[config.mk]
export PLATFORM = sky130hd
export DESIGN_NAME = assembly_token_scanner_unit
export DESIGN_NICKNAME = d
export VERILOG_FILES = /design/src/ats_pkg.sv /design/src/ats_fifo.sv /design/src/ats_lexer.sv /design/src/assembly_token_scanner_unit.sv
export SDC_FILE = /design/constraint.sdc
export NUM_CORES = 1
export LEC_CHECK = 0
export BUFFER_PORTS_ARGS = -buffer_cell sky130_fd_sc_hd__buf_2
export CAP_MARGIN = 5
export CORE_MARGIN = 4
export CORE_UTILIZATION = 56
export CTS_CLUSTER_SIZE = 10
export DETAILED_ROUTE_END_ITERATION = 10
export GPL_ROUTABILITY_DRIVEN = 1
export PLACE_DENSITY = 0.73
export SLEW_MARGIN = 25
export SYNTH_ARGS = -nofsm -noshare
export SYNTH_HDL_FRONTEND = slang
export SYNTH_SLANG_ARGS = --single-unit
[constraint.sdc]
create_clock -name clk -period 8.5 [get_ports clk]
set_input_delay 0.85 -clock clk [delete_from_list [all_inputs] [get_ports clk]]
set_output_delay 0.85 -clock clk [all_outputs]
set_load 0.01 [all_outputs]
[src/ats_pkg.sv]
// Shared types, character codes and helper functions of the assembly token scanner.
package ats_pkg;

	// Width of the line and offset counters; they saturate at all ones.
	localparam int CNT_W = 24;
	localparam logic [CNT_W-1:0] CNT_MAX = {CNT_W{1'b1}};

	// Result queue depth.
	localparam int FIFO_DEPTH = 4;

	typedef enum logic [3:0] {
		TK_END      = 4'd0,
		TK_NEWLINE  = 4'd1,
		TK_COMMA    = 4'd2,
		TK_COLON    = 4'd3,
		TK_LBRACKET = 4'd4,
		TK_RBRACKET = 4'd5,
		TK_LPAREN   = 4'd6,
		TK_RPAREN   = 4'd7,
		TK_PLUS     = 4'd8,
		TK_MINUS    = 4'd9,
		TK_STAR     = 4'd10,
		TK_SLASH    = 4'd11,
		TK_STRING   = 4'd12,
		TK_NUMBER   = 4'd13,
		TK_IDENT    = 4'd14,
		TK_DIAG     = 4'd15
	} tok_kind_t;

	typedef enum logic [1:0] {
		ERR_NONE      = 2'd0,
		ERR_BAD_CHAR  = 2'd1,
		ERR_UNCLOSED  = 2'd2,
		ERR_EMPTY_HEX = 2'd3
	} err_t;

	typedef struct packed {
		tok_kind_t   kind;
		logic [31:0] value;
		logic [23:0] line;
		logic [23:0] start;
		logic [23:0] len;
		err_t        err;
		logic        last;
	} tok_t;

	// Tokens handed from the scanner to the result queue in one cycle.
	typedef struct packed {
		logic [1:0] cnt;
		tok_t       w0;
		tok_t       w1;
	} push_t;

	localparam logic [7:0] CH_TAB     = 8'h09;
	localparam logic [7:0] CH_LF      = 8'h0A;
	localparam logic [7:0] CH_CR      = 8'h0D;
	localparam logic [7:0] CH_SPACE   = 8'h20;
	localparam logic [7:0] CH_DQUOTE  = 8'h22;
	localparam logic [7:0] CH_DOLLAR  = 8'h24;
	localparam logic [7:0] CH_SQUOTE  = 8'h27;
	localparam logic [7:0] CH_LPAREN  = 8'h28;
	localparam logic [7:0] CH_RPAREN  = 8'h29;
	localparam logic [7:0] CH_STAR    = 8'h2A;
	localparam logic [7:0] CH_PLUS    = 8'h2B;
	localparam logic [7:0] CH_COMMA   = 8'h2C;
	localparam logic [7:0] CH_MINUS   = 8'h2D;
	localparam logic [7:0] CH_DOT     = 8'h2E;
	localparam logic [7:0] CH_SLASH   = 8'h2F;
	localparam logic [7:0] CH_ZERO    = 8'h30;
	localparam logic [7:0] CH_NINE    = 8'h39;
	localparam logic [7:0] CH_COLON   = 8'h3A;
	localparam logic [7:0] CH_SEMI    = 8'h3B;
	localparam logic [7:0] CH_UP_A    = 8'h41;
	localparam logic [7:0] CH_UP_F    = 8'h46;
	localparam logic [7:0] CH_UP_H    = 8'h48;
	localparam logic [7:0] CH_UP_X    = 8'h58;
	localparam logic [7:0] CH_UP_Z    = 8'h5A;
	localparam logic [7:0] CH_LBRACK  = 8'h5B;
	localparam logic [7:0] CH_RBRACK  = 8'h5D;
	localparam logic [7:0] CH_UNDER   = 8'h5F;
	localparam logic [7:0] CH_LO_A    = 8'h61;
	localparam logic [7:0] CH_LO_F    = 8'h66;
	localparam logic [7:0] CH_LO_H    = 8'h68;
	localparam logic [7:0] CH_LO_X    = 8'h78;
	localparam logic [7:0] CH_LO_Z    = 8'h7A;

	function automatic logic char_is_num(input logic [7:0] c);
		return (c >= CH_ZERO) && (c <= CH_NINE);
	endfunction

	function automatic logic char_is_word(input logic [7:0] c);
		return ((c >= CH_UP_A) && (c <= CH_UP_Z)) || ((c >= CH_LO_A) && (c <= CH_LO_Z)) ||
			(c == CH_UNDER) || (c == CH_DOT) || (c == CH_DOLLAR);
	endfunction

	// Bit 4 flags a hex digit, bits 3:0 hold its value.
	function automatic logic [4:0] hex_val(input logic [7:0] c);
		logic [4:0] r;
		r = '0;
		if (char_is_num(c))
			r = {1'b1, 4'(c - CH_ZERO)};
		else if ((c >= CH_LO_A) && (c <= CH_LO_F))
			r = {1'b1, 4'(c - CH_LO_A + 8'd10)};
		else if ((c >= CH_UP_A) && (c <= CH_UP_F))
			r = {1'b1, 4'(c - CH_UP_A + 8'd10)};
		return r;
	endfunction

	function automatic logic [CNT_W-1:0] sat_inc(input logic [CNT_W-1:0] v);
		return (v == CNT_MAX) ? v : CNT_W'(v + CNT_W'(1));
	endfunction

	function automatic logic [CNT_W-1:0] span(input logic [CNT_W-1:0] from,
		input logic [CNT_W-1:0] to);
		return (to >= from) ? CNT_W'(to - from) : '0;
	endfunction

	function automatic tok_t mk_tok(input tok_kind_t kind, input logic [31:0] value,
		input logic [CNT_W-1:0] line, input logic [CNT_W-1:0] start,
		input logic [CNT_W-1:0] len, input err_t err);
		tok_t t;
		t.kind  = kind;
		t.value = value;
		t.line  = 24'(line);
		t.start = 24'(start);
		t.len   = 24'(len);
		t.err   = err;
		t.last  = 1'b0;
		return t;
	endfunction

endpackage

[src/ats_fifo.sv]
// Result queue: takes up to two tokens per cycle and hands out one per cycle when popped.
module ats_fifo (
	input  logic          clk,
	input  logic          arst_n,
	input  ats_pkg::push_t push,
	input  logic          pop,
	output ats_pkg::tok_t head,
	output logic          not_empty,
	output logic          room2
);
	import ats_pkg::*;

	localparam int PTR_W = $clog2(FIFO_DEPTH);
	localparam int OCC_W = $clog2(FIFO_DEPTH + 1);

	tok_t             mem_q [FIFO_DEPTH];
	logic [PTR_W-1:0] wr_q;
	logic [PTR_W-1:0] rd_q;
	logic [OCC_W-1:0] occ_q;

	assign head      = mem_q[rd_q];
	assign not_empty = (occ_q != '0);
	assign room2     = (occ_q <= OCC_W'(FIFO_DEPTH - 2));

	always_ff @(posedge clk or negedge arst_n) begin
		if (!arst_n) begin
			wr_q  <= '0;
			rd_q  <= '0;
			occ_q <= '0;
		end else begin
			wr_q  <= PTR_W'(wr_q + PTR_W'(push.cnt));
			if (pop)
				rd_q <= PTR_W'(rd_q + PTR_W'(1));
			occ_q <= OCC_W'(occ_q + OCC_W'(push.cnt) - {{(OCC_W-1){1'b0}}, pop});
		end
	end

	always_ff @(posedge clk) begin
		if (push.cnt != 2'd0)
			mem_q[wr_q] <= push.w0;
		if (push.cnt == 2'd2)
			mem_q[PTR_W'(wr_q + PTR_W'(1))] <= push.w1;
	end

	a_occ_bound: assert property (@(posedge clk) disable iff (!arst_n)
		occ_q <= OCC_W'(FIFO_DEPTH)) else $error("result queue overfilled");
	a_no_underflow: assert property (@(posedge clk) disable iff (!arst_n)
		pop |-> not_empty) else $error("pop from empty result queue");
	a_push_room: assert property (@(posedge clk) disable iff (!arst_n)
		(push.cnt != 2'd0) |-> (room2 && push.cnt != 2'd3))
		else $error("push without room for two tokens");
	a_push_shows: assert property (@(posedge clk) disable iff (!arst_n)
		(push.cnt != 2'd0) |=> not_empty) else $error("pushed token not visible");

endmodule

[src/ats_lexer.sv]
// Scanner state and per-byte token logic; yields up to two tokens per accepted byte.
module ats_lexer (
	input  logic           clk,
	input  logic           arst_n,
	input  logic           accept,
	input  logic [7:0]     source_byte,
	input  logic           end_of_input,
	output ats_pkg::push_t push
);
	import ats_pkg::*;

	typedef enum logic [2:0] {
		M_IDLE,
		M_COMMENT,
		M_STRING,
		M_IDENT,
		M_DEC,
		M_CHEX
	} mode_t;

	mode_t            mode_q, n_mode;
	logic             qs_q, n_qs;
	logic [CNT_W-1:0] line_q, n_line;
	logic [CNT_W-1:0] pos_q, n_pos;
	logic [CNT_W-1:0] tstart_q, n_tstart;
	logic [31:0]      hacc_q, n_hacc;
	logic [31:0]      dacc_q, n_dacc;
	logic             hseen_q, n_hseen;
	logic             fin_q, n_fin;

	logic [4:0] hv;
	logic       dig, alp;
	logic       do_flush, do_begin, stop;
	logic       a_vld, b_vld;
	tok_t       tok_a, tok_b;
	tok_kind_t  bk;
	err_t       berr;

	always_comb begin
		n_mode   = mode_q;
		n_qs     = qs_q;
		n_line   = line_q;
		n_pos    = pos_q;
		n_tstart = tstart_q;
		n_hacc   = hacc_q;
		n_dacc   = dacc_q;
		n_hseen  = hseen_q;
		n_fin    = fin_q;
		hv       = hex_val(source_byte);
		dig      = char_is_num(source_byte);
		alp      = char_is_word(source_byte);
		do_flush = 1'b0;
		do_begin = 1'b0;
		a_vld    = 1'b0;
		b_vld    = 1'b0;
		bk       = TK_END;
		berr     = ERR_NONE;
		tok_a    = mk_tok(TK_END, '0, '0, '0, '0, ERR_NONE);
		tok_b    = mk_tok(TK_END, '0, '0, '0, '0, ERR_NONE);
		stop     = fin_q || end_of_input;

		if (stop) begin
			do_flush = !fin_q;
			n_fin    = 1'b1;
		end else begin
			n_pos = sat_inc(pos_q);
			unique case (mode_q)
				M_COMMENT: begin
					if (source_byte == CH_LF)
						do_begin = 1'b1;
				end
				M_STRING: begin
					if (source_byte == (qs_q ? CH_SQUOTE : CH_DQUOTE)) begin
						a_vld  = 1'b1;
						tok_a  = mk_tok(TK_STRING, '0, line_q, tstart_q,
							span(tstart_q, pos_q), ERR_NONE);
						n_mode = M_IDLE;
					end else if (source_byte == CH_LF) begin
						n_line = sat_inc(line_q);
					end
				end
				M_IDENT: begin
					if (!(alp || dig)) begin
						do_flush = 1'b1;
						do_begin = 1'b1;
					end
				end
				M_DEC: begin
					if (hv[4]) begin
						n_hacc = {hacc_q[27:0], hv[3:0]};
						if (dig)
							n_dacc = (dacc_q << 3) + (dacc_q << 1) + {28'b0, hv[3:0]};
						n_hseen = 1'b1;
					end else if ((source_byte == CH_LO_X || source_byte == CH_UP_X) &&
						!hseen_q && hacc_q == '0) begin
						n_mode  = M_CHEX;
						n_hacc  = '0;
						n_hseen = 1'b0;
					end else if (source_byte == CH_LO_H || source_byte == CH_UP_H) begin
						// MASM hex: the suffix is part of the lexeme
						a_vld  = 1'b1;
						tok_a  = mk_tok(TK_NUMBER, hacc_q, line_q, tstart_q,
							span(tstart_q, sat_inc(pos_q)), ERR_NONE);
						n_mode = M_IDLE;
					end else begin
						do_flush = 1'b1;
						do_begin = 1'b1;
					end
				end
				M_CHEX: begin
					if (hv[4]) begin
						n_hacc  = {hacc_q[27:0], hv[3:0]};
						n_hseen = 1'b1;
					end else begin
						do_flush = 1'b1;
						do_begin = 1'b1;
					end
				end
				default: do_begin = 1'b1;
			endcase
		end

		// Close the pending token before the current byte is looked at on its own.
		if (do_flush) begin
			unique case (mode_q)
				M_IDENT: begin
					a_vld = 1'b1;
					tok_a = mk_tok(TK_IDENT, '0, line_q, tstart_q,
						span(tstart_q, pos_q), ERR_NONE);
				end
				M_DEC: begin
					a_vld = 1'b1;
					tok_a = mk_tok(TK_NUMBER, dacc_q, line_q, tstart_q,
						span(tstart_q, pos_q), ERR_NONE);
				end
				M_CHEX: begin
					a_vld = 1'b1;
					tok_a = mk_tok(TK_NUMBER, hacc_q, line_q, tstart_q,
						span(tstart_q, pos_q), hseen_q ? ERR_NONE : ERR_EMPTY_HEX);
				end
				M_STRING: begin
					a_vld = 1'b1;
					tok_a = mk_tok(TK_STRING, '0, line_q, tstart_q,
						span(tstart_q, pos_q), ERR_UNCLOSED);
				end
				default: a_vld = 1'b0;
			endcase
			n_mode = M_IDLE;
		end

		if (stop) begin
			b_vld  = 1'b1;
			tok_b  = mk_tok(TK_END, '0, line_q, pos_q, '0, ERR_NONE);
			n_mode = M_IDLE;
		end

		if (do_begin) begin
			n_mode = M_IDLE;
			unique case (source_byte)
				CH_SPACE, CH_TAB, CH_CR: b_vld = 1'b0;
				CH_SEMI: n_mode = M_COMMENT;
				CH_LF: begin
					b_vld  = 1'b1;
					bk     = TK_NEWLINE;
					n_line = sat_inc(line_q);
				end
				CH_COMMA: begin b_vld = 1'b1; bk = TK_COMMA; end
				CH_COLON: begin b_vld = 1'b1; bk = TK_COLON; end
				CH_LBRACK: begin b_vld = 1'b1; bk = TK_LBRACKET; end
				CH_RBRACK: begin b_vld = 1'b1; bk = TK_RBRACKET; end
				CH_LPAREN: begin b_vld = 1'b1; bk = TK_LPAREN; end
				CH_RPAREN: begin b_vld = 1'b1; bk = TK_RPAREN; end
				CH_PLUS: begin b_vld = 1'b1; bk = TK_PLUS; end
				CH_MINUS: begin b_vld = 1'b1; bk = TK_MINUS; end
				CH_STAR: begin b_vld = 1'b1; bk = TK_STAR; end
				CH_SLASH: begin b_vld = 1'b1; bk = TK_SLASH; end
				CH_DQUOTE, CH_SQUOTE: begin
					n_mode   = M_STRING;
					n_qs     = (source_byte == CH_SQUOTE);
					n_tstart = sat_inc(pos_q);
				end
				default: begin
					if (dig) begin
						n_mode   = M_DEC;
						n_tstart = pos_q;
						n_hacc   = {28'b0, hv[3:0]};
						n_dacc   = {28'b0, hv[3:0]};
						n_hseen  = 1'b0;
					end else if (alp) begin
						n_mode   = M_IDENT;
						n_tstart = pos_q;
					end else begin
						b_vld = 1'b1;
						bk    = TK_DIAG;
						berr  = ERR_BAD_CHAR;
					end
				end
			endcase
			if (b_vld)
				tok_b = mk_tok(bk, '0, line_q, pos_q, CNT_W'(1), berr);
		end

		tok_a.last = !b_vld;
		tok_b.last = 1'b1;

		push.cnt = accept ? (2'({1'b0, a_vld}) + 2'({1'b0, b_vld})) : 2'd0;
		push.w0  = a_vld ? tok_a : tok_b;
		push.w1  = tok_b;
	end

	always_ff @(posedge clk or negedge arst_n) begin
		if (!arst_n) begin
			mode_q   <= M_IDLE;
			qs_q     <= 1'b0;
			line_q   <= CNT_W'(1);
			pos_q    <= '0;
			tstart_q <= '0;
			hacc_q   <= '0;
			dacc_q   <= '0;
			hseen_q  <= 1'b0;
			fin_q    <= 1'b0;
		end else if (accept) begin
			mode_q   <= n_mode;
			qs_q     <= n_qs;
			line_q   <= n_line;
			pos_q    <= n_pos;
			tstart_q <= n_tstart;
			hacc_q   <= n_hacc;
			dacc_q   <= n_dacc;
			hseen_q  <= n_hseen;
			fin_q    <= n_fin;
		end
	end

	a_fin_sticky: assert property (@(posedge clk) disable iff (!arst_n)
		fin_q |=> fin_q) else $error("end state left");
	a_fin_idle: assert property (@(posedge clk) disable iff (!arst_n)
		fin_q |-> (mode_q == M_IDLE)) else $error("token pending after end");
	a_end_sets_fin: assert property (@(posedge clk) disable iff (!arst_n)
		(accept && end_of_input) |=> fin_q) else $error("end marker not recorded");
	a_pos_frozen: assert property (@(posedge clk) disable iff (!arst_n)
		fin_q |=> $stable(pos_q)) else $error("offset moved after end");

endmodule

[src/assembly_token_scanner_unit.sv]
// Top level of the assembly token scanner: byte input, token output through a result queue.
// The scanner takes one source byte per cycle unless stalled and answers each byte with
// zero, one or two tokens, the last one marked with last_result. The tokens of an accepted
// byte are written into a four-entry queue at the accepting edge; when the queue is empty
// the first of them is on the output in the next cycle, and the queue hands out one token
// per cycle while out_stall is low. A byte is accepted whenever at least two queue entries
// are free, so with the output never stalled bytes are accepted back to back as long as
// each yields at most one token; a run of bytes that yield two tokens each is held back by
// the one-token output. No clearing pass is needed after reset.
module assembly_token_scanner_unit (
	input  logic        clk,
	input  logic        arst_n,
	input  logic        in_valid,
	output logic        in_stall,
	input  logic [7:0]  source_byte,
	input  logic        end_of_input,
	output logic        out_valid,
	input  logic        out_stall,
	output logic [3:0]  token_kind,
	output logic [31:0] number_value,
	output logic [23:0] line_number,
	output logic [23:0] start_offset,
	output logic [23:0] lexeme_length,
	output logic [1:0]  error_code,
	output logic        last_result
);
	import ats_pkg::*;

	push_t push;
	tok_t  head;
	logic  room2;
	logic  accept;
	logic  pop;

	assign in_stall = !room2;
	assign accept   = in_valid && !in_stall;
	assign pop      = out_valid && !out_stall;

	ats_lexer u_lexer (
		.clk          (clk),
		.arst_n       (arst_n),
		.accept       (accept),
		.source_byte  (source_byte),
		.end_of_input (end_of_input),
		.push         (push)
	);

	ats_fifo u_fifo (
		.clk       (clk),
		.arst_n    (arst_n),
		.push      (push),
		.pop       (pop),
		.head      (head),
		.not_empty (out_valid),
		.room2     (room2)
	);

	assign token_kind    = head.kind;
	assign number_value  = head.value;
	assign line_number   = head.line;
	assign start_offset  = head.start;
	assign lexeme_length = head.len;
	assign error_code    = head.err;
	assign last_result   = head.last;

endmodule

==> reports/results.txt <==
Status - complete, no violations
Vias in the first global route - 23.4k
N_diodes - 0
DRC viols - 0
RSZ-0062 raised after global routing - false
CP Launch Type - primary input
Via count - 23.7k
NetSw - 0.00263 W
Filler instances - 4,368
Register-to-Register Setup Slack - 2.00 ns
Tmin final - 6.65 ns
Global-route wire length before repair - 135,000 um
CTS buffer count - 70
Maximum vdd drop - 0.000167 V
Synthesis warning total - 0
Largest net degree at the start of global routing - 86
Syn Inst Count - 2,918
Number of synthesized flops with an enable pin - 216
Reg-to-Reg Start - u_lexer.hacc_q[5]
R2R depth - 14
# Post-CTS Setup Buffers - 0
Cell Pwr Density - 245 mW/mm2
Setup TNS - 0 ns
PortBufs - 125
Clock buffer depth - 3
Routed Antenna Nets - 0
Skew final - 0.0275 ns
Int Power - 0.00562 W
Asr flop ratio synth - 25.1%
Number of placed I/O pins - 126
Post-CTS sizing - 0
Post-Syn Area - 0.0304 mm2
Total Routed Length - 86,800 um
Via/cell ratio - 6.40
Beginning of the critical path - source_byte[0]
Leakage - 12.7 nW
Post-synth net total - 3,053
Placer Congestion - 0.960
Final setup viols - 0
Rel. slew slack - 26.5%
Count of final hold-check violations - 0
DRT Pass-1 Iters - 6
Post-place setup slack - 1.39 ns
Final setup margin - 1.85 ns
Crit path DAT - 6.93 ns
Commonest cells post-synth - 374 x o21ai_0, 309 x nand2_1, 228 x dfxtp_1, 216 x edfxtp_1, 183 x nand3_1
Sequential Power Share - 41.0%
Clk_lat worst skew - 0.62 ns
Clock root cell - clkbuf_16
Initial drt markers - 2,747
Overall Global Routing Usage - 29.7%
Final Total Pwr - 0.00825 W
Clock slew at reported path FFs - 0.05 ns
Fin Hold WS - 0.250 ns
Synth Flop Type - dfxtp_1
Initial core utilization - 56.5%
Slew Viols, Final - 0
Yosys top cell area share - 21.3%
Comb pwr share - 25.5%
Grt met3 use - 5.68%
Area Growth Syn to Fin - 10.9%
Post-synthesis simple-gate area fraction - 13.9%
Flops & latches, synth - 593
Synth unique cells - 85
Syn avg cell area - 10.4 um2
Floorplan Core Area - 0.0538 mm2
Yosys top cell by area - edfxtp_1
Die ar. - 0.0581 mm2
Area share of fa/ha/maj cells after synthesis - 5.14%
Number of H-tree levels - 3
Met1 usage in global routing - 42.6%
Post-CTS Hold Buffers - 0
Register area share after synthesis - 48.6%
Post-DR wirelength/cell - 23.4 um
GRT overflow - 0
Crit end category - flip-flop
Period utilization - 78.2%
F_max - 0.150 GHz
Die Y - 241 um
Main area contributors after synthesis - edfxtp_1 21%, dfxtp_1 15%, dfrtp_1 12%, mux4_2 8.2%, o21ai_0 6.2%
Peak fanout along the critical path - 41
Top-count cell post-synth - o21ai_0
Xor/xnor share of the synthesized area - 4.72%
Nets - 3,102
Grt met2 use - 46.7%
Post-DP HPWL - 58,200 um
Initial antenna violation count - 5
Measured slew at the worst slew-check pin - 1.07 ns
Sw Ratio - 31.9%
Grt peak-use layer - met2
Main combinational cell family by area after synthesis - compound AO/OA/AOI/OAI gates
Num rows - 85
Hold WC Path Type - primary input to asynchronous set/reset pin
Worst EP required - 8.78 ns
WS Path Type - primary input to flip-flop
CTS sink count - 593
CTS tree - yes
Fraction of layout cells with a size suffix above 1 - 14.1%
Final core occ - 62.6%
Clock network fraction of design power - 33.6%
Worst Setup EP - u_fifo.mem_q[1][36]
Complex-gate fraction of the synthesized area - 15.8%
FF-to-FF End - u_fifo.mem_q[1][36]
Mux cell area share after synthesis - 8.44%
Max Cap Viol - 0
Die Span X - 241 um
critical path, stage by stage:
cell and delay, ns:
buf_2 0.14, inv_1 0.14, ha_1 0.34, or3b_2 0.47, a21oi_1 0.20, o21a_1 0.39, a2111oi_4 0.16, a311oi_2 0.57
o21a_1 0.46, inv_1 0.25, ha_1 0.40, or4_1 0.53, buf_4 0.31, and2_1 0.40, buf_8 0.24, inv_2 0.64
buf_4 0.40
power by group through the flow:
stage               sequential [W]  combinational, W  clock [W]
CTS                        0.00342           0.00204    0.00280
detailed placement         0.00348           0.00203          0
finish                     0.00338           0.00210    0.00277
global placement           0.00346           0.00201          0
global route               0.00340           0.00227    0.00292
floorplan                  0.00331           0.00148          0
flip-flops by register name, indices dropped and copies added, names as in the netlist:
signal and count:
u_fifo.mem_q 444, u_fifo.occ_q 3, u_fifo.rd_q 2, u_fifo.wr_q 2
u_lexer.dacc_q 32, u_lexer.fin_q 1, u_lexer.hacc_q 32, u_lexer.hseen_q 1
u_lexer.line_q 24, u_lexer.mode_q 3, u_lexer.pos_q 24, u_lexer.qs_q 1
u_lexer.tstart_q 24
kinds of logic after synthesis:
logic type / count (synthesis)
AO/OA/AOI/OAI: 781
multiplexers: 116
AND/OR/NAND/NOR: 875
buffers and inverters: 267
XOR/XNOR: 164
flip-flops: 593
adder cells (fa/ha/maj): 122
placed cells by master (no fill, tap or decap), drive strengths merged, types with 7 or more instances in the layout:
master,synthesis,routed
o21ai,383,383
nand2,309,309
dfxtp,228,228
edfxtp,216,216
nand3,183,183
buf,44,170
dfrtp,148,148
nor2,126,126
a21oi,121,121
ha,117,117
clkbuf,149,115
mux4,111,111
nor2b,107,107
xnor2,102,102
inv,74,76
a22o,68,68
xor2,62,62
a22oi,44,44
a21o,29,29
and3,23,23
nand4,21,21
o22ai,21,21
nor3,21,21
nand2b,18,18
o21a,18,18
nor4,14,14
or2,10,10
a31oi,10,10
o21bai,10,10
a211oi,10,10
and2,10,10
or3,10,10
and4,7,7
or4,7,7
a311oi,7,7
a21boi,7,7
worst min path at each step:
stage	from	slack (ns)	endpoint	cells past startpoint
after detailed placement	u_fifo.mem_q[1][4]	0.44	u_fifo.mem_q[1][4]	2
final	arst_n	0.25	u_fifo.rd_q[0]	1
after global placement	u_fifo.mem_q[3][5]	0.43	u_fifo.mem_q[3][5]	2
after global routing	arst_n	0.33	u_fifo.rd_q[0]	1
after floorplan	u_fifo.mem_q[1][10]	0.42	u_fifo.mem_q[1][10]	2
after CTS	arst_n	0.34	u_fifo.rd_q[0]	1
layout make-up:
type	count	area, um2	share of cell area, %
repair buffers	170	1020	3.02
multi-input cells	2058	14700	43.5
inverters	74	278	0.824
flip-flops and latches	593	14800	43.9
clock buffers	115	1980	5.88
clock inverters	7	101	0.301
well taps	696	871	2.58
per-stage QoR:
step | instance area (um2) | std cells
2_1_floorplan | 30400 | 2918
3_3_place_gp | 31500 | 3588
3_5_place_dp | 31600 | 3590
4_1_cts | 33600 | 3712
5_1_grt | 33700 | 3713
6_report | 33700 | 3713
per-layer routing:
layer  part of all wire, %  vias up
met2                    46     1090
met4                   2.2        6
met5                 0.047        -
li1                      -    10800
met1                    42    11700
met3                   9.1      143
(Power assumes the default switching activity.)
